--- src/hw/rtl/bqs_pkg.sv ---
// ---------------------------------------------------------------------------
// bqs_pkg
// Shared widths, register indexes, ranking codes and types of the best quote
// selector.
// ---------------------------------------------------------------------------
`default_nettype none

package bqs_pkg;

    localparam int VAL_W           = 64;
    localparam int HALF_W          = VAL_W / 2;
    localparam int PROD_W          = 2 * VAL_W;
    localparam int RATIO_W         = 17;
    localparam int MODE_W          = 2;
    localparam int RATIO_FRAC_BITS = 16;
    localparam int R_W             = (RATIO_FRAC_BITS < RATIO_W) ? RATIO_FRAC_BITS + 1 : RATIO_W;
    localparam int TAG_BITS_DEF    = 16;
    localparam int QUEUE_DEPTH     = 4;
    localparam int CFG_IDX_W       = 2;

    localparam logic [CFG_IDX_W-1:0] CFG_REQUEST_SIZE = 2'd0;
    localparam logic [CFG_IDX_W-1:0] CFG_FILL_RATIO   = 2'd1;
    localparam logic [CFG_IDX_W-1:0] CFG_RANK_MODE    = 2'd2;

    localparam logic [MODE_W-1:0] MODE_PRICE = 2'd0;
    localparam logic [MODE_W-1:0] MODE_FILL  = 2'd1;
    localparam logic [MODE_W-1:0] MODE_COST  = 2'd2;

    typedef struct packed {
        logic [VAL_W-1:0]   request_size;
        logic [RATIO_W-1:0] fill_ratio;
        logic [MODE_W-1:0]  rank_mode;
    } cfg_t;

    typedef struct packed {
        logic [VAL_W-1:0] fill;
        logic [VAL_W-1:0] cost;
        logic [VAL_W-1:0] cost_mag;
        logic             cost_neg;
        logic             fill_bad;
        logic             pass;
        logic             last;
    } quote_t;

endpackage

`default_nettype wire

--- src/hw/rtl/bqs_queue.sv ---
// ---------------------------------------------------------------------------
// bqs_queue
// Short first-word-fall-through queue between the front and back parts.
// ---------------------------------------------------------------------------
`default_nettype none

module bqs_queue #(
    parameter int WIDTH = 8,
    parameter int DEPTH = bqs_pkg::QUEUE_DEPTH
) (
    input  logic             aclk,
    input  logic             aresetn,
    input  logic             push,
    input  logic [WIDTH-1:0] push_data,
    output logic             push_ready,
    input  logic             pop,
    output logic [WIDTH-1:0] pop_data,
    output logic             pop_valid
);

    localparam int PTR_W = (DEPTH > 1) ? $clog2(DEPTH) : 1;
    localparam int CNT_W = $clog2(DEPTH + 1);
    localparam logic [PTR_W-1:0] LAST_PTR = PTR_W'(DEPTH - 1);

    logic [WIDTH-1:0] mem_reg [DEPTH];
    logic [PTR_W-1:0] wr_ptr_reg;
    logic [PTR_W-1:0] rd_ptr_reg;
    logic [CNT_W-1:0] count_reg;
    logic [CNT_W-1:0] count_next;

    assign push_ready = (count_reg != CNT_W'(DEPTH));
    assign pop_valid  = (count_reg != '0);
    assign pop_data   = mem_reg[rd_ptr_reg];

    always_comb begin
        count_next = count_reg;
        if (push && !pop) begin
            count_next = count_reg + 1'b1;
        end else if (pop && !push) begin
            count_next = count_reg - 1'b1;
        end
    end

    always_ff @(posedge aclk) begin
        if (!aresetn) begin
            wr_ptr_reg <= '0;
            rd_ptr_reg <= '0;
            count_reg  <= '0;
        end else begin
            count_reg <= count_next;
            if (push) begin
                wr_ptr_reg <= (wr_ptr_reg == LAST_PTR) ? '0 : wr_ptr_reg + 1'b1;
            end
            if (pop) begin
                rd_ptr_reg <= (rd_ptr_reg == LAST_PTR) ? '0 : rd_ptr_reg + 1'b1;
            end
        end
    end

    always_ff @(posedge aclk) begin
        if (push) begin
            mem_reg[wr_ptr_reg] <= push_data;
        end
    end

endmodule

`default_nettype wire

--- config.mk ---
export PLATFORM = sky130hd
export DESIGN_NAME = bqs_queue
export DESIGN_NICKNAME = d
export VERILOG_FILES = /design/src/hw/rtl/bqs_pkg.sv /design/src/hw/rtl/bqs_queue.sv
export SDC_FILE = /design/constraint.sdc
export NUM_CORES = 1
export LEC_CHECK = 0
export BUFFER_PORTS_ARGS = -buffer_cell sky130_fd_sc_hd__buf_2
export CAP_MARGIN = 20
export CORE_ASPECT_RATIO = 0.7
export CORE_MARGIN = 2
export CORE_UTILIZATION = 45
export CTS_CLUSTER_SIZE = 24
export DETAILED_ROUTE_END_ITERATION = 12
export GPL_TIMING_DRIVEN = 1
export REMOVE_ABC_BUFFERS = 1
export SYNTH_ARGS = -nofsm -noshare
export SYNTH_HDL_FRONTEND = slang
export SYNTH_SLANG_ARGS = --single-unit
--- constraint.sdc ---
create_clock -name aclk -period 3.3 [get_ports aclk]
set_input_delay 0.66 -clock aclk [delete_from_list [all_inputs] [get_ports aclk]]
set_output_delay 0.66 -clock aclk [all_outputs]
set_load 0.03 [all_outputs]
== Word level (Yosys, flattened, before mapping) ==
Memories as Yosys holds them, arrays and structs flattened. A register that Yosys moved wholly into a read port is not among the register bits.
Index checks and enable logic that the tools add are counted.
Storage, ports and cells
  register bits: 7
  memory bits (writable): 32
  input bits: 12
  output and inout port bits: 10
  word-level logic and storage cells: 25
  memories kept: 1
Cells by class
  $add $sub $neg: 4
  eq/ne operators: 3
  multiplexer cells: 8
  reduce and logical (&&, ||, !) cells: 6
Memories
  mem_reg: depth 4, width 8, read ports 1, clocked after memory_dff 1, wr ports 1, RTL line bqs_queue.sv:25  | logic [WIDTH-1:0] mem_reg [DEPTH];
Operators by type and width (number)
  2-to-1 mux 2 bit: 4
  2-to-1 mux 3 bit: 2
  adder 2 x 1 -> 2 bit (second input constant): 2
  equality test 2 bit (second input constant): 2
  adder 3 x 1 -> 3 bit (second input constant): 1
  != test 3 bit (second input constant): 1
  nonzero test 3 bit: 1
  subtractor 3 x 1 -> 3 bit (second input constant): 1
  logical AND 1 bit: 2
  zero test 1 bit: 2
  2-to-1 mux 1 bit: 2
  nonzero test 2 bit: 1

== Logic depth before layout (Yosys ltp) ==
  depth in word-level cells: 4
  gate-level depth with buffers: 7

== Worst setup path after synthesis ==
No wires, ideal clock.
  kind: input-to-reg
  start: in pop
  end: reg count_reg[2]
  library setup time: 0.070 ns
  arrival: 1.853 ns
  required time: 3.230 ns
  path slack: 1.377 ns
  stages: 7
  cell sequence: inv_1 -> ha_1 -> inv_1 -> fa_1 -> xor2_1 -> or3_1 -> a21boi_1
Between the ends
  cells in the longest elaborated chain, start to end: 3
  elaborated cells between the ends (all ways): 5
  classes of those cells: mux: 1; reduce/logical: 4
RTL lines
  start, declared: RTL line bqs_queue.sv:16  | input logic pop,
  zero test 1 bit: RTL line bqs_queue.sv:37  | if (push && !pop) begin
  logical AND 1 bit: RTL line bqs_queue.sv:37
  2-to-1 mux 3 bit or nonzero test 2 bit (tied branches)
  end signal, assigned: RTL line bqs_queue.sv:50  | count_reg <= count_next;
  end, declared: RTL line bqs_queue.sv:28  | logic [CNT_W-1:0] count_reg;
Several ways; a longest one is shown, not always the timed one.
A chain may end at the register's enable or synchronous reset.

==> out/metrics.cfg <==
[sta]
setup_tns_ns = 0
tightestPinTransition_ns = 0.561
relSlewSlack_pct = 62.5
final_max_slew_viol_count = 0
fin_worst_skew_ns = 0.00287
fmax_mhz = 415
fin_crit_sh_pct = 73.0
hold_viol = 0
rsz0062_at_grt = false
final.min_clock_period_ns = 2.41
finalSetupViolCount = 0
fin_hold_ws_ns = 0.525

[die]
die_x_um = 75.6
coreArea_um2 = 3490
top_level_ports = 22
die_h_um = 54.1
die_area_um2 = 4100
rows = 18
initial_core_util_pct = 46.3

[logic_synthesis]
syn_avg_cell_area_um2 = 18.6
synth_top_area_share_pct = 59.4
yosys_register_bits = 41
synth_mux_area_share_pct = 13.6
synth_compound_area_share_pct = 1.24
synth_fa_ha_area_share_pct = 5.88
synth_xor_area_share_pct = 1.08
yosys.area.top_type = edfxtp_1
yosysSeqAreaShare_pct = 70.6
ys_top_cells_by_area = edfxtp_1 59%, dfxtp_1 11%, mux4_2 11%, ha_1 4.6%, mux2i_1 2.5%
synth_area_um2 = 1620
synth_warnings = 0
ys_types = 20
yosys.area_share.simple_pct = 5.65
synth_top_family_by_area = multiplexers
syn_inst = 87

[worst_setup_path]
end_kind = primary output
critPathMaxStageDelay_ns = 0.68
crit_arrival_ns = 1.75
r2r_start = count_reg[0]$_SDFFE_PN0P_
crit_fanout = 8
startpoint_type = register
cpMaxStageDelayCell = dfxtp_1
critPathRequiredTime_ns = 2.64
cp_cell_sequence = mux4_2 -> buf_2
path_class = register to primary output

[cts]
ctsHtreeMaxLevel = 2
cts-root-buf = clkbuf_8
clock_latency_ns = 0.28
clk_pin_slew_ns = 0.08
cts_tree = done
cts_sinks = 41
hold_buffers = 0
clockBufferDepth = 2
cts_post_setup_buffers_inserted = 0
cts_resized = 0
cts_made_buffers = 5

[hold_path]
hp-class = register to register
worstHoldStart = count_reg[2]$_SDFFE_PN0P_

[place]
dpl.hpwl_um = 1650
placed_cell_area_um2 = 1770
gp_congestion = 0.766
portBuffers = 21

[cells_and_area]
fillCellCount = 285
largest_reg_flops = 32
layout-drive-gt1-share_pct = 32.5
final_common_cell = edfxtp_1
fin_util_pct = 53.4
n_antenna_cell = 0
final_area_um2 = 1860
syn2layout_area_growth_pct = 15.3
layout_common_cells = 32 x edfxtp_1, 21 x buf_2, 9 x dfxtp_1, 8 x mux4_2
nets = 132

[global_route]
busiest_layer = met2
grt_util_met1_pct = 17.1
gr-usage-all-layers_pct = 13.4
grt_pass1_vias = 733
grt_overflow = 0
grt_use_met2_pct = 21.2
antenna_found_initial = 0
grt_max_degree = 14
grt_pass1_wl_um = 3640
use_met3_pct = 5.06

[route]
dr.pass1.iters = 4
drt_iter0_markers = 36
postRouteWirelength_um = 2380
drc = 0
post_drt_via_cell_ratio = 4.84
vias = 794
postRouteAntennaNets = 0
wl_per_cell_um = 14.5

[power_and_ir_drop]
ir_drop_mv = 0.339
leakagePower_nw = 0.684
p_per_area_nw_per_um2 = 583

[job]
maxCapViolations = 0

[status]
run_status = complete, no violations

==> final cells by class <==
class,instances,area (um2),share of cell area (%)
repair buffers,21,105,5.64
flip-flops and latches,41,1140,61.2
clock buffers,6,82.6,4.43
clock inverters,2,13.8,0.738
inverters,4,15.0,0.805
well taps,50,62.6,3.36
multi-input cells,40,444,23.8
==> where the power goes <==
| group | leakage, nW | total (W) | internal [W] | switching, W |
|---|---|---|---|---|
| sequential | 0.368 | 0.000609 | 0.000587 | 0.0000216 |
| clock | 0.0512 | 0.000333 | 0.000169 | 0.000163 |
| combinational | 0.264 | 0.000145 | 0.0000607 | 0.0000848 |
==> final timing paths <==
check	to	slack, ns	depth (start not counted)
worst max-delay path	pop_data[6]	0.89	2
worst min-delay path	count_reg[2]$_SDFFE_PN0P_	0.53	2
worst max register to register	count_reg[2]$_SDFFE_PN0P_	1.82	4
worst min register to register	count_reg[2]$_SDFFE_PN0P_	0.53	2
==> cell usage after synthesis <==
library cell	count
edfxtp_1	32
dfxtp_1	9
mux4_2	8
ha_1	6
and2_1	5
nor2b_1	5
inv_1	4
mux2i_1	4
nor2_1	2
or3_1	2
a21boi_1	1
buf_6	1
clkbuf_2	1
fa_1	1
nand2_1	1
nor3_1	1
o21a_1	1
o21ai_0	1
xnor2_1	1
xor2_1	1
==> layer usage <==
layer	share of wire (%)	wire, um
met2	51	1200
met3	5.5	130
met4	0	0
met5	0	0
met1	44	1050
==> through the flow <==
stage / setup WS (ns) / cells / total power, W
floorplan: 1.38 / 85 / 0.000721
global placement: 1.18 / 156 / 0.000762
detailed placement: 1.11 / 156 / 0.000768
CTS: 0.853 / 164 / 0.00110
global route: 0.780 / 164 / 0.00114
finish: 0.890 / 164 / 0.00109
==> cells by family after synthesis <==
logic type | count (synthesis)
buffers and inverters | 6
xor gates and xnor gates | 2
DFF | 41
and+or+nand+nor | 16
adders and majority gates | 7
muxes | 12
AOI/OAI and AO/OA | 3
==> critical path, delay by kind of cell, from the launching register on <==
kind,cells,cell delay (ns)
multiplexers,1,0.59
buffers and inverters,1,0.19
flip-flops,1,0.68
Power figures use the tool's default switching activity.
