$ cat src/hw/rtl/bqs_pkg.sv
// ---------------------------------------------------------------------------
// bqs_pkg
// Shared widths, register indexes, ranking codes and types of the best quote
// selector.
// ---------------------------------------------------------------------------
`default_nettype none

package bqs_pkg;

    localparam int VAL_W           = 64;
    localparam int HALF_W          = VAL_W / 2;
    localparam int PROD_W          = 2 * VAL_W;
    localparam int RATIO_W         = 17;
    localparam int MODE_W          = 2;
    localparam int RATIO_FRAC_BITS = 16;
    localparam int R_W             = (RATIO_FRAC_BITS < RATIO_W) ? RATIO_FRAC_BITS + 1 : RATIO_W;
    localparam int TAG_BITS_DEF    = 16;
    localparam int QUEUE_DEPTH     = 4;
    localparam int CFG_IDX_W       = 2;

    localparam logic [CFG_IDX_W-1:0] CFG_REQUEST_SIZE = 2'd0;
    localparam logic [CFG_IDX_W-1:0] CFG_FILL_RATIO   = 2'd1;
    localparam logic [CFG_IDX_W-1:0] CFG_RANK_MODE    = 2'd2;

    localparam logic [MODE_W-1:0] MODE_PRICE = 2'd0;
    localparam logic [MODE_W-1:0] MODE_FILL  = 2'd1;
    localparam logic [MODE_W-1:0] MODE_COST  = 2'd2;

    typedef struct packed {
        logic [VAL_W-1:0]   request_size;
        logic [RATIO_W-1:0] fill_ratio;
        logic [MODE_W-1:0]  rank_mode;
    } cfg_t;

    typedef struct packed {
        logic [VAL_W-1:0] fill;
        logic [VAL_W-1:0] cost;
        logic [VAL_W-1:0] cost_mag;
        logic             cost_neg;
        logic             fill_bad;
        logic             pass;
        logic             last;
    } quote_t;

endpackage

`default_nettype wire

$ cat src/hw/rtl/bqs_front.sv
// ---------------------------------------------------------------------------
// bqs_front
// Input stages: take quotes, classify fill and cost, apply the minimum fill
// filter and push the classified quote into the queue.
// ---------------------------------------------------------------------------
`default_nettype none

module bqs_front #(
    parameter int TAG_BITS = bqs_pkg::TAG_BITS_DEF
) (
    input  logic                      aclk,
    input  logic                      aresetn,
    input  bqs_pkg::cfg_t             cfg,
    input  logic                      in_valid,
    output logic                      in_ready,
    input  logic [bqs_pkg::VAL_W-1:0] in_fill,
    input  logic [bqs_pkg::VAL_W-1:0] in_cost,
    input  logic [TAG_BITS-1:0]       in_tag,
    input  logic                      in_last,
    output logic                      q_push,
    output bqs_pkg::quote_t           q_quote,
    output logic [TAG_BITS-1:0]       q_tag,
    input  logic                      q_ready
);

    localparam int VW   = bqs_pkg::VAL_W;
    localparam int F    = bqs_pkg::RATIO_FRAC_BITS;
    localparam int RW   = bqs_pkg::R_W;
    localparam int HI_W = VW - F;
    localparam int HP_W = (HI_W + RW + 1 > VW) ? HI_W + RW + 1 : VW;
    localparam int LO_W = F + RW + 1;
    localparam logic [VW-1:0] RATIO_ONE = {{(VW-1){1'b0}}, 1'b1} << F;

    logic [RW-1:0]          ratio_clamp;
    logic signed [HI_W-1:0] rs_hi;
    logic [F-1:0]           rs_lo;
    logic signed [HP_W-1:0] hi_prod;
    logic [LO_W-1:0]        lo_prod;
    logic [VW-1:0]          min_fill_next;
    logic [VW-1:0]          min_fill_reg;

    logic                   s1_valid_reg;
    logic [VW-1:0]          s1_fill_reg;
    logic [VW-1:0]          s1_cost_reg;
    logic [TAG_BITS-1:0]    s1_tag_reg;
    logic                   s1_last_reg;
    logic                   s2_valid_reg;
    bqs_pkg::quote_t        s2_quote_reg;
    logic [TAG_BITS-1:0]    s2_tag_reg;
    logic                   en1;
    logic                   en2;

    always_comb begin
        if ({{(VW-bqs_pkg::RATIO_W){1'b0}}, cfg.fill_ratio} > RATIO_ONE) begin
            ratio_clamp = RW'(RATIO_ONE);
        end else begin
            ratio_clamp = RW'(cfg.fill_ratio);
        end
    end

    assign rs_hi   = $signed(cfg.request_size[VW-1:F]);
    assign rs_lo   = cfg.request_size[F-1:0];
    assign hi_prod = rs_hi * $signed({1'b0, ratio_clamp});
    assign lo_prod = LO_W'(rs_lo) * LO_W'(ratio_clamp) + LO_W'(RATIO_ONE - 1'b1);
    assign min_fill_next = hi_prod[VW-1:0] + VW'(lo_prod[LO_W-1:F]);

    always_ff @(posedge aclk) begin
        min_fill_reg <= min_fill_next;
    end

    assign en2      = !s2_valid_reg || q_ready;
    assign en1      = !s1_valid_reg || en2;
    assign in_ready = en1;

    always_ff @(posedge aclk) begin
        if (!aresetn) begin
            s1_valid_reg <= 1'b0;
            s2_valid_reg <= 1'b0;
        end else begin
            if (en1) begin
                s1_valid_reg <= in_valid;
            end
            if (en2) begin
                s2_valid_reg <= s1_valid_reg;
            end
        end
    end

    always_ff @(posedge aclk) begin
        if (en1) begin
            s1_fill_reg <= in_fill;
            s1_cost_reg <= in_cost;
            s1_tag_reg  <= in_tag;
            s1_last_reg <= in_last;
        end
        if (en2) begin
            s2_quote_reg.fill     <= s1_fill_reg;
            s2_quote_reg.cost     <= s1_cost_reg;
            s2_quote_reg.cost_mag <= s1_cost_reg[VW-1] ? (VW'(0) - s1_cost_reg) : s1_cost_reg;
            s2_quote_reg.cost_neg <= s1_cost_reg[VW-1];
            s2_quote_reg.fill_bad <= s1_fill_reg[VW-1] || (s1_fill_reg == '0);
            s2_quote_reg.pass     <= 1'b0;
            s2_quote_reg.last     <= s1_last_reg;
            s2_tag_reg            <= s1_tag_reg;
        end
    end

    always_comb begin
        q_quote      = s2_quote_reg;
        q_quote.pass = !($signed(s2_quote_reg.fill) < $signed(min_fill_reg));
    end

    assign q_push = s2_valid_reg && q_ready;
    assign q_tag  = s2_tag_reg;

endmodule

`default_nettype wire

$ cat config.mk
export PLATFORM = sky130hd
export DESIGN_NAME = bqs_front
export DESIGN_NICKNAME = d
export VERILOG_FILES = /design/src/hw/rtl/bqs_pkg.sv /design/src/hw/rtl/bqs_front.sv
export SDC_FILE = /design/constraint.sdc
export NUM_CORES = 2
export LEC_CHECK = 0
export BUFFER_PORTS_ARGS = -buffer_cell sky130_fd_sc_hd__buf_2
export CAP_MARGIN = 20
export CORE_MARGIN = 4
export CORE_UTILIZATION = 45
export CTS_CLUSTER_SIZE = 8
export DETAILED_ROUTE_END_ITERATION = 6
export SLEW_MARGIN = 5
export SYNTH_ARGS = -nofsm -noshare
export SYNTH_HDL_FRONTEND = slang
export SYNTH_SLANG_ARGS = --single-unit
$ cat constraint.sdc
create_clock -name aclk -period 45.9 [get_ports aclk]
set_clock_uncertainty 0.2 [all_clocks]
set_input_delay 9.18 -clock aclk [delete_from_list [all_inputs] [get_ports aclk]]
set_output_delay 9.18 -clock aclk [all_outputs]
set_load 0.05 [all_outputs]
Word-level counts from Yosys, hierarchy flattened
Cells that the tools add are included.
{"block": "word_totals", "word_cells": 32, "in_bits": 232, "out_inout_bits": 214, "register_bits": 422}
{"block": "op_classes", "mux": 2, "n_reduce_logical": 8, "addsub": 3, "multipliers": 2, "order_cmp": 2}
{"operator": "adder 64 x 18 -> 64 bit", "n": 1}
{"operator": "zero test 64 bit", "n": 1}
{"operator": "less-than comparator 64 bit", "n": 1}
{"operator": "multiplier 48 x 18 -> 64 bit", "n": 1}
{"operator": "subtractor 1 x 64 -> 64 bit (first input constant)", "n": 1}
{"operator": "2-to-1 mux 63 bit", "n": 1}
{"operator": "adder 33 x 16 -> 34 bit (second input constant)", "n": 1}
{"operator": "multiplier 16 x 17 -> 33 bit", "n": 1}
{"operator": "greater-than comparator 17 bit (second input constant)", "n": 1}
{"operator": "2-to-1 mux 17 bit", "n": 1}
{"operator": "zero test 1 bit", "n": 3}
{"operator": "logical OR 1 bit", "n": 3}
{"operator": "logical AND 1 bit", "n": 1}

Longest topological paths before layout
{"block": "logic_depth", "word_depth": 5, "depth_mapped": 46, "ltp_nobuf": 44}

Worst setup path before layout
Ideal clock, no wire load.
{"block": "synth_path", "path_type": "input to output", "startpoint": "input q_ready", "endpoint": "output in_ready", "arrival_time_ns": 12.598, "path_stages": 2, "required_time_ns": 36.520, "path_buffers": 0, "slack_ns": 23.922, "cell_sequence": "nor2b_1 -> nand2_1"}
{"block": "synth_via", "elab_chain_cells": 2}
{"item": "from (decl)", "line": "bqs_front.sv:23", "rtl": "input logic q_ready"}
{"item": "logical OR 1 bit", "line": "bqs_front.sv:71", "rtl": "assign en2 = !s2_valid_reg || q_ready;"}
{"item": "logical OR 1 bit", "line": "bqs_front.sv:72", "rtl": "assign en1 = !s1_valid_reg || en2;"}
{"item": "to (decl)", "line": "bqs_front.sv:15", "rtl": "output logic in_ready,"}
No other way between the ends.

Final worst setup path
{"block": "layout_path", "startpoint": "input cfg[18] in the netlist's numbering", "endpoint": "register min_fill_reg[62]"}
{"block": "layout_via", "elab_chain_cells": 5, "word_cells_on_any_way": 6, "classes_between": "add/sub: 2; mul: 2; order compare: 1; mux: 1"}
{"item": "from (decl)", "line": "bqs_front.sv:13", "rtl": "input bqs_pkg::cfg_t cfg,"}
{"item": "greater-than comparator 17 bit", "line": "bqs_front.sv:54", "rtl": "if ({{(VW-bqs_pkg::RATIO_W){1'b0}}, cfg.fill_ratio} > RATIO_ONE) begin"}
{"item": "2-to-1 mux 17 bit (*)", "line": "bqs_front.sv:54"}
{"item": "multiplier 16 x 17 -> 33 bit", "line": "bqs_front.sv:64", "rtl": "assign lo_prod = LO_W'(rs_lo) * LO_W'(ratio_clamp) + LO_W'(RATIO_ONE - 1'b1);"}
{"item": "adder 33 x 16 -> 34 bit", "line": "bqs_front.sv:64"}
{"item": "adder 64 x 18 -> 64 bit (*)", "line": "bqs_front.sv:65", "rtl": "assign min_fill_next = hi_prod[VW-1:0] + VW'(lo_prod[LO_W-1:F]);"}
{"item": "named net min_fill_next[62]", "line": "bqs_front.sv:39", "rtl": "logic [VW-1:0] min_fill_next;"}
{"item": "to (signal assigned)", "line": "bqs_front.sv:68", "rtl": "min_fill_reg <= min_fill_next;"}
{"item": "to (decl)", "line": "bqs_front.sv:40", "rtl": "logic [VW-1:0] min_fill_reg;"}
The timed path passes the listed nets; every way through them passes the cells marked *.
A chain may end at the register's enable or synchronous reset.

==> out/metrics.csv <==
stage,metric,value,unit
timing,Max Slew Vio Count,0,
clock_network,cts-stage hold buffer count,0,
setup_path,Worst EP required,46.15,ns
clock_network,Worst-path clk slew,0.05,ns
floorplanning,Core ar.,114700,um2
floorplanning,num rows,124,
global_routing,largest net degree at the start of global routing,132,
global_routing,GRT Total Usage,23.79,%
clock_network,Post-CTS Setup Bufs,0,
floorplanning,# IOs,446,
global_routing,antenna violations before repair,27,
setup_path,WP data arrival,24.05,ns
power_and_ir_drop,Leak,28.51,nW
setup_path,CP Launch Type,input port,
power_and_ir_drop,Tot Pwr,0.004059,W
run,max cap viols,0,
cells_and_area,Finished Layout Cells,7123,
clock_network,Worst-Skew Late Latency,0.57,ns
drt,post-route ant nets,0,
timing,unrepaired setup endpoints after global routing,no,
synth,Mapped Avg Cell Area,9.921,um2
clock_network,htree depth,2,
power_and_ir_drop,PD cells,70.66,nW/um2
setup_path,Setup Crit Path Kind,in2reg,
setup_path,critical-path maximum fanout,45,
timing,Tmin final,23.79,ns
synth,main flop type after synthesis,edfxtp_1,
cells_and_area,Multi-input gate area,34140,um2
timing,crit share post-route,51.84,%
synth,ys async rst share,0,%
synth,Yosys top cell by area,fa_1,
drt,per-cell routed wire length,20.02,um
global_routing,vias in the first global route,38450,
setup_path,CP peak stage delay,0.87,ns
synth,Netlist cell types,61,
cells_and_area,Area growth syn-to-layout,10.22,%
placement,placed cells,7011,
global_routing,met3 Track Usage GR,2.578,%
floorplanning,DIE AREA,121300,um2
setup_path,critical path's slowest cell,nor4_1,
synth,yosys warns,0,
timing,Final Hold Vio Count,0,
synth,synth top area cells,"fa_1, edfxtp_1, inv_1, ha_1, nand2_1",
synth,sequential share of the synthesized area,22.93,%
floorplanning,initial core utilization,45.45,%
synth,"top cells by count, synth","inv_1, fa_1, nand2_1, ha_1, edfxtp_1",
worst_hold_path,worst min path class,reg2reg,
synth,Post-Syn Area,52110,um2
floorplanning,DIE HEIGHT,348.3,um
timing,Worst Slack Setup Final,22.11,ns
synth,Synth top area share,37.88,%
cells_and_area,final core occ,50.10,%
timing,max frequency,42.03,MHz
placement,Final GP Congestion,0.8567,
cells_and_area,# fillers,10660,
drt,initial drt markers,2030,
synth,post-synthesis cell count,5253,
global_routing,global-route wire length before repair,222.6,mm
global_routing,routing usage on met2,41.11,%
drt,DRC viols,0,
synth,number of flops mapped to enable cells by yosys,354,
cells_and_area,max reg flops,193,
cells_and_area,Sequential Area,11950,um2
global_routing,met1 usage,31.81,%
timing,endpoints failing setup,0,
clock_network,Num CTS Buffers,58,
power_and_ir_drop,Worst VDD drop,0.0001288,V
synth,#FFs+latches synth,420,
clock_network,Num Clock Sinks,420,
drt,via count,36200,
placement,post-DP HPWL,113.1,mm
setup_path,CP endpoint kind,register,
synth,Mapped Nets,6826,
clock_network,CTS tree,built,
drt,TritonRoute pass-1 iters,6,
global_routing,Overflow after GRT,0,
cells_and_area,final net count,7132,
outcome,status,finished clean,
drt,DR vias/cell,5.082,
timing,Fin Setup TNS,0,ns
clock_network,Root Buffer,clkbuf_16,
timing,Max-slew headroom,28.18,%
drt,DRT Wirelength,142.6,mm
floorplanning,die width,348.3,um
placement,"worst slack, placed",21.68,ns
clock_network,post_cts resized,0,
global_routing,GRT busiest layer,met2,
cells_and_area,layout cells sized above 1,10.35,%
placement,# port buffers,443,
timing,Worst-Margin Slew,1.077,ns
setup_path,cell mode on critical path,fa_1,
synth,most frequent cell after synthesis,inv_1,
clock_network,maximum clock path buffer count,3,
-- power breakdown --
group	leakage (nW)	internal, W	switching [W]
clock	0.786	0.000240	0.000153
combinational	23.4	0.00125	0.00187
sequential	4.28	0.000517	0.0000222
-- worst max-delay path, delay by kind of cell --
family                     cells  cell delay [ns]
AOI/OAI and AO/OA             15             5.73
xor gates and xnor gates       2             0.55
adders and majority gates     12             5.64
buffers and inverters          9             1.46
and+or+nand+nor                5             1.42
-- metal layers --
layer / up-vias / wire length [um] / part of all wire [%]
li1: 16190 / - / -
met1: 18740 / 59080 / 41
met2: 1035 / 71760 / 50
met3: 232 / 7183 / 5.0
met4: 4 / 4568 / 3.2
met5: - / 21 / 0.015
-- logic make-up after synthesis --
group	Yosys count	share of synthesized area (%)
buffers and inverters	1636	11.81
AND/OR/NAND/NOR	1380	12.24
adder cells (fa/ha/maj)	1341	46.40
flip-flops	420	22.93
AO/OA/AOI/OAI	325	4.074
XOR/XNOR	150	2.521
multiplexers	1	0.02161
-- cell type report --
type                       count  area share, %
inverter                    1399          9.155
clock inverter                 2        0.06753
sequential                   420          20.81
timing repair buffer         483          4.383
antenna                       17        0.07406
tap                         1512          3.294
clock buffer                  93          2.793
multi-input combinational   3197          59.43
-- layout by cell type, fill, tap and decap left out, drive strengths merged, types with 18 or more instances in the layout --
cell type  count
nor2b         33
nor2          51
o21ai         70
clkbuf        93
edfxtp       354
a21oi         82
or3           20
buf          483
nor4          26
and2         289
nand2        865
xor2          28
nand3         20
ha           355
inv         1400
a211oi        18
dfxtp         66
a21o          58
o31ai         21
xnor2        122
fa           986
nand4         25
-- final timing paths --
kind              cells past startpoint  slack (ns)                        to                startpoint
hold / removal                        0        0.21        q_tag[4]$_DFFE_PP_   s1_tag_reg[4]$_DFFE_PP_
setup reg to reg                      9       41.81     q_quote[64]$_DFFE_PP_  s1_cost_reg[9]$_DFFE_PP_
setup / recovery                     43       22.11  min_fill_reg[62]$_DFF_P_                   cfg[18]
hold reg to reg                       0        0.21        q_tag[4]$_DFFE_PP_   s1_tag_reg[4]$_DFFE_PP_
-- metrics by stage --
step                      cell area, um2  hold WS, ns
after floorplan                    52120       0.2003
after global placement             55750       0.2012
after detailed placement           55750       0.2045
after CTS                          57400       0.2075
after global routing               57440       0.2147
final                              57440       0.2066
(Power assumes the default switching activity.)
